`config.mk`:
```
export PLATFORM = sky130hd
export DESIGN_NAME = tssm_ctrl
export DESIGN_NICKNAME = d
export VERILOG_FILES = /design/src/sv/tssm_pkg.sv /design/src/sv/tssm_ctrl.sv
export SDC_FILE = /design/constraint.sdc
export NUM_CORES = 1
export LEC_CHECK = 0
export BUFFER_PORTS_ARGS = -buffer_cell sky130_fd_sc_hd__buf_2
export CAP_MARGIN = 20
export CORE_UTILIZATION = 30
export CTS_CLUSTER_DIAMETER = 120
export CTS_CLUSTER_SIZE = 40
export DETAILED_ROUTE_END_ITERATION = 8
export PLACE_DENSITY = 0.59
export SLEW_MARGIN = 20
export SYNTH_ARGS = -nofsm -noshare
export SYNTH_HDL_FRONTEND = slang
export SYNTH_SLANG_ARGS = --single-unit
```
`constraint.sdc`:
```
create_clock -name clk -period 4.55 [get_ports clk]
set_input_delay 0.2275 -clock clk [delete_from_list [all_inputs] [get_ports clk]]
set_output_delay 0.2275 -clock clk [all_outputs]
set_load 0.05 [all_outputs]
```
`src/sv/tssm_pkg.sv`:
```
// Shared types and constants for the two-stacks shared-memory block.
package tssm_pkg;

	// Default sizing of the shared entry memory
	localparam int DEPTH_DEF       = 256;
	localparam int VALUE_WIDTH_DEF = 32;

	// Fixed field widths
	localparam int CAP_W      = 9;
	localparam int OPC_W      = 3;
	localparam int DATA_W     = 32;
	localparam int STAT_W     = 2;
	localparam int S_TDATA_W  = 40;
	localparam int M_TDATA_W  = 56;

	// Capacity register after reset
	localparam logic [CAP_W-1:0] CAP_RESET = 9'd256;

	// Operation codes
	typedef enum logic [OPC_W-1:0] {
		OP_PUSH1 = 3'd0,
		OP_PUSH2 = 3'd1,
		OP_POP1  = 3'd2,
		OP_POP2  = 3'd3,
		OP_PEEK1 = 3'd4,
		OP_PEEK2 = 3'd5
	} opcode_t;

	// Result status codes
	typedef enum logic [STAT_W-1:0] {
		ST_OK        = 2'd0,
		ST_OVERFLOW  = 2'd1,
		ST_UNDERFLOW = 2'd2
	} status_t;

	// Per-item result information that travels alongside the memory read
	typedef struct packed {
		logic             rd;
		status_t          status;
		logic [CAP_W-1:0] size_one;
		logic [CAP_W-1:0] size_two;
	} meta_t;

endpackage

```
`src/sv/tssm_ctrl.sv`:
```
// Stack pointers, capacity register and operation decode for the shared memory.
module tssm_ctrl #(
	parameter int DEPTH       = tssm_pkg::DEPTH_DEF,
	parameter int VALUE_WIDTH = tssm_pkg::VALUE_WIDTH_DEF,
	parameter int AW          = $clog2(DEPTH)
) (
	input  logic                              clk,
	input  logic                              arst_n,
	input  logic                              accept,
	input  logic [tssm_pkg::OPC_W-1:0]        opcode,
	input  logic signed [tssm_pkg::DATA_W-1:0] push_value,
	input  logic                              cfg_we,
	input  logic [tssm_pkg::CAP_W-1:0]        cfg_wdata,
	output logic                              mem_we,
	output logic                              mem_re,
	output logic [AW-1:0]                     mem_addr,
	output logic [VALUE_WIDTH-1:0]            mem_wdata,
	output tssm_pkg::meta_t                   meta
);

	localparam int CAP_W   = tssm_pkg::CAP_W;
	localparam int CAP_LIM = (DEPTH > 511) ? 511 : DEPTH;

	logic [CAP_W-1:0]       cap_q, one_q, two_q;
	logic [CAP_W-1:0]       cap_eff, nxt_one, nxt_two, addr9;
	logic [CAP_W:0]         used;
	logic                   full, we_c, re_c;
	tssm_pkg::status_t      status_c;
	tssm_pkg::opcode_t      op;
	logic [AW+CAP_W-1:0]    addr_wide;
	logic [VALUE_WIDTH+tssm_pkg::DATA_W-1:0] wd_wide;

	// Clamp the configured capacity to the memory depth
	assign cap_eff = (cap_q > CAP_W'(CAP_LIM)) ? CAP_W'(CAP_LIM) : cap_q;
	assign used    = {1'b0, one_q} + {1'b0, two_q};
	assign full    = used >= {1'b0, cap_eff};
	assign op      = tssm_pkg::opcode_t'(opcode);

	// Decode the operation: at most one memory access and, for pushes and pops, a pointer update
	always_comb begin
		nxt_one  = one_q;
		nxt_two  = two_q;
		we_c     = 1'b0;
		re_c     = 1'b0;
		addr9    = '0;
		status_c = tssm_pkg::ST_OK;
		unique case (op) inside
			tssm_pkg::OP_PUSH1: begin
				if (full) begin
					status_c = tssm_pkg::ST_OVERFLOW;
				end else begin
					we_c    = 1'b1;
					addr9   = one_q;
					nxt_one = one_q + 1'b1;
				end
			end
			tssm_pkg::OP_PUSH2: begin
				if (full) begin
					status_c = tssm_pkg::ST_OVERFLOW;
				end else begin
					we_c    = 1'b1;
					addr9   = cap_eff - two_q - 1'b1;
					nxt_two = two_q + 1'b1;
				end
			end
			tssm_pkg::OP_POP1, tssm_pkg::OP_PEEK1: begin
				if (one_q == '0) begin
					status_c = tssm_pkg::ST_UNDERFLOW;
				end else begin
					re_c  = 1'b1;
					addr9 = one_q - 1'b1;
					if (op == tssm_pkg::OP_POP1) begin
						nxt_one = one_q - 1'b1;
					end
				end
			end
			tssm_pkg::OP_POP2, tssm_pkg::OP_PEEK2: begin
				if (two_q == '0) begin
					status_c = tssm_pkg::ST_UNDERFLOW;
				end else begin
					re_c  = 1'b1;
					addr9 = cap_eff - two_q;
					if (op == tssm_pkg::OP_POP2) begin
						nxt_two = two_q - 1'b1;
					end
				end
			end
			default: begin
			end
		endcase
	end

	// Fit address and data to the memory widths
	assign addr_wide = {{AW{1'b0}}, addr9};
	assign wd_wide   = {{VALUE_WIDTH{1'b0}}, push_value};
	assign mem_addr  = addr_wide[AW-1:0];
	assign mem_wdata = wd_wide[VALUE_WIDTH-1:0];
	assign mem_we    = accept & we_c;
	assign mem_re    = accept & re_c;

	assign meta.rd       = re_c;
	assign meta.status   = status_c;
	assign meta.size_one = nxt_one;
	assign meta.size_two = nxt_two;

	// Hold capacity and stack sizes; a capacity write empties both stacks
	always_ff @(posedge clk or negedge arst_n) begin
		if (!arst_n) begin
			cap_q <= tssm_pkg::CAP_RESET;
			one_q <= '0;
			two_q <= '0;
		end else if (cfg_we) begin
			cap_q <= cfg_wdata;
			one_q <= '0;
			two_q <= '0;
		end else if (accept) begin
			one_q <= nxt_one;
			two_q <= nxt_two;
		end
	end

	// The two stacks never hold more than the clamped capacity
	a_no_overlap: assert property (@(posedge clk) disable iff (!arst_n)
		used <= {1'b0, cap_eff})
		else $error("stacks overlap in shared memory");

	// An overflowing push leaves both stacks unchanged
	a_overflow_holds: assert property (@(posedge clk) disable iff (!arst_n)
		accept && !cfg_we && status_c == tssm_pkg::ST_OVERFLOW
		|=> $stable(one_q) && $stable(two_q))
		else $error("overflowing push changed a stack size");

	// Memory is never written and read by the same item
	a_one_access: assert property (@(posedge clk) disable iff (!arst_n)
		!(mem_we && mem_re))
		else $error("write and read issued together");

endmodule

```
==> metrics.md <==
| Metric | Value |
|---|---|
| Max-slew headroom | 31.56% |
| Slew @ Worst Pin | about 1000 ps |
| WP data required | 4320 ps |
| Post-CTS sizing | 0 |
| Crit path DAT | ~4000 ps |
| Sequential share of power | 25.2% |
| Outcome | finished with violations |
| Syn nets | around 620 |
| Final core occ | 33.61% |
| Clock period minus worst slack | around 4300 ps |
| RSZ-0062 raised after global routing | false |
| Hold_ws | -3.285 ps |
| Kind of critical path | reg2out |
| DRT iter0 DRCs | approximately 460 |
| Critical-path top delay cell | fa_1 |
| Starting Density | a little under a third |
| CTS root buf | clkbuf_16 |
| Most common cell after layout, fill and taps aside | nor2_1 |
| Critical Path Sink Type | primary output |
| Layout cell share with drive strength beyond 1 | between 10% and 20% |
| Clock Path Buffers | 2 |
| GPL Wtd Cong | 0.9394 |
| Total Power | approximately 1.0 mW |
| Post-synth ARST share | 100.0% |
| Max-cap violations | 0 |
| Initial DRT Pass Iterations | 5 |
| Clock share of power | a little over a fifth |
| Mapped Cells | 540 |
| Final hold vios | 5 |
| Worst-path clk slew | about 80 ps |
| CTS tree | yes |
| Slowest stage delay, CP | 460 ps |
| N_diodes | 0 |
| Antenna violations before repair | 0 |
| Top delay family on crit path | compound AO/OA/AOI/OAI gates |
| Final Setup Violations | 0 |
| Setup Buffers After CTS | 0 |
| Post-synthesis sequential area ratio | between 10% and 20% |
| YS warnings | 0 |
| Syn Std Cell Area | approximately 0.0040 mm^2 |
| First-pass GRT wire length | roughly 21 mm |
| Internal power | between 500 and 600 uW |
| Nets | approximately 630 |
| Ports | 111 |
| Number of port buffers | 46 |
| TritonCTS Buffers | 3 |
| FMAX | around 230 MHz |
| Critical-path cell list | inv_1, fa_1, nor2b_1, o21ai_0, nand2b_1, a21oi_1, o21bai_1, a31oi_1, xnor2_1, ha_1, a22oi_1, nor4b_4, buf_6, nand3_2, buf_4, a21oi_1, a211o_1, buf_2 |
| CP Launch Type | register |
| Final period utilization | 93.94% |
| Drt drc | 0 |
| Fin. max-slew vios | 0 |
| Clk Latency, worst-skew pair | 270 ps |
| Routed Antenna Nets | 0 |
| Failing checks | negative hold slack |
| Vias in the first global route | ~4000 |
| Commonest non-fill, non-tap cells in the layout | nor2_1, nand2_1, buf_2 |
| Clock sink count | 27 |
| Grt ovf | 0 |
| Switch share | 46.53% |
| DIE HEIGHT | ~120 um |
| Vias | between 4000 and 5000 |
| Die ar. | 0.01381 mm^2 |
| Vias/cell | approximately 5.8 |
| Gr usage total | around a fifth |
| Number of synthesized flops with an enable pin | 0 |
| Wire per inst | 18.42 um |
| Chip width | about 120 um |
| Worst-path fanout max | 16 |
| Syn avg cell area | between 7 and 8 um^2 |
| Skew final | around 10 ps |
| Worst vdd ir | between 0.15 and 0.2 mV |
| DP HPWL | between 10 and 15 mm |
| Core area | around 0.013 mm^2 |
| WP buf/inv | 4 |
| Power per cell area | 242.5 mW/mm^2 |
| Most used cell, CP | a21oi_1 |
| Hold WC Path Type | in2async |
| Hold_buf cts | 0 |
| Predominant post-synthesis flop cell | dfrtp_1 |
| Total Wirelength | around 13 mm |
| P_leak | about 1.9 nW |
| Gate power share | 53.8% |
| H-tree depth | 1 |
| Setup TNS Final | 0 ps |
| Area Overhead vs Synth | 7.656% |
| Switching pwr | approximately 500 uW |
| Synth cell types | 67 |
| Pin count of the biggest net entering global routing | 30 |
| Yosys reg bits | 27 |
| Row cnt | about 40 |
sequential cells by signal (all words and copies together) (netlist names):
signal,cells
cap_q,9
one_q,9
two_q,9
synth_stat cells, drive strengths merged, types with 7 or more instances:
cell type	n	area [um^2]
and3	9	56.30
buf	42	287.8
clkbuf	18	67.56
nor3	8	40.04
ha	32	400.4
mux2	8	90.09
xor2	7	61.31
nor2	51	191.4
nand4	7	43.79
inv	35	131.4
nand2b	10	62.56
nand3	25	147.7
dfrtp	26	650.6
nor2b	7	43.79
a31oi	9	56.30
xnor2	21	183.9
a21oi	38	190.2
nand2	44	165.2
o21ai	31	155.2
a21o	7	52.55
or2	8	50.05
o22ai	7	43.79
kinds of logic after synthesis:
logic type	Yosys count	share of synthesized area (%)
muxes	11	3.000
DFF	27	16.91
and+or+nand+nor	186	23.59
buffers and inverters	96	12.25
adders and majority gates	34	11.00
xor gates and xnor gates	28	6.125
AOI/OAI and AO/OA	158	27.13
per-layer routing:
layer  GRT usage [%]  up-vias  part of all wire, %
met5               0        -                    0
met4           6.731        0                  3.0
met3           3.440       40                  7.1
met2           29.11      212                   44
met1           25.77     1960                   46
li1                -     1931                    -
per-stage QoR:
step / setup slack (ps) / instance area (um^2) / std cells
after global placement: 558.2 / 4218 / 714
after CTS: 145.6 / 4298 / 718
final: 275.9 / 4310 / 718
after detailed placement: 462.4 / 4218 / 714
after global routing: 8.584 / 4310 / 718
after floorplan: 54.90 / 4008 / 540
path summary, 6_finish.rpt:
kind | slack [ps] | to | start | cells past startpoint
min in group clk | 180 | cap_q[8] | cfg_wdata[8] | 3
max in group asynchronous | 4050 | two_q[1] | arst_n | 1
hold / removal | -3 | two_q[7] | arst_n | 1
setup reg to reg | 630 | one_q[0] | two_q[1] | 19
hold reg to reg | 510 | cap_q[6] | cap_q[6] | 1
setup / recovery | 280 | mem_addr[0] | two_q[1] | 18
power groups by stage:
stage / combinational, mW / clock (mW) / sequential [mW]
6_report: 0.563 / 0.219 / 0.263
3_3_place_gp: 0.548 / 0 / 0.267
5_1_grt: 0.609 / 0.234 / 0.265
3_5_place_dp: 0.552 / 0 / 0.268
2_1_floorplan: 0.496 / 0 / 0.264
4_1_cts: 0.555 / 0.229 / 0.263
layout make-up:
type | count | area (um^2)
Fill cell | 1405 | 8514
Multi-Input combinational cell | 417 | 2840
Sequential cell | 27 | 678.2
Timing Repair Buffer | 62 | 361.6
Tap cell | 172 | 215.2
Inverter | 36 | 135.1
Clock buffer | 3 | 75.07
Clock inverter | 1 | 5.005
Note: power is estimated with default switching activity, not from simulation.
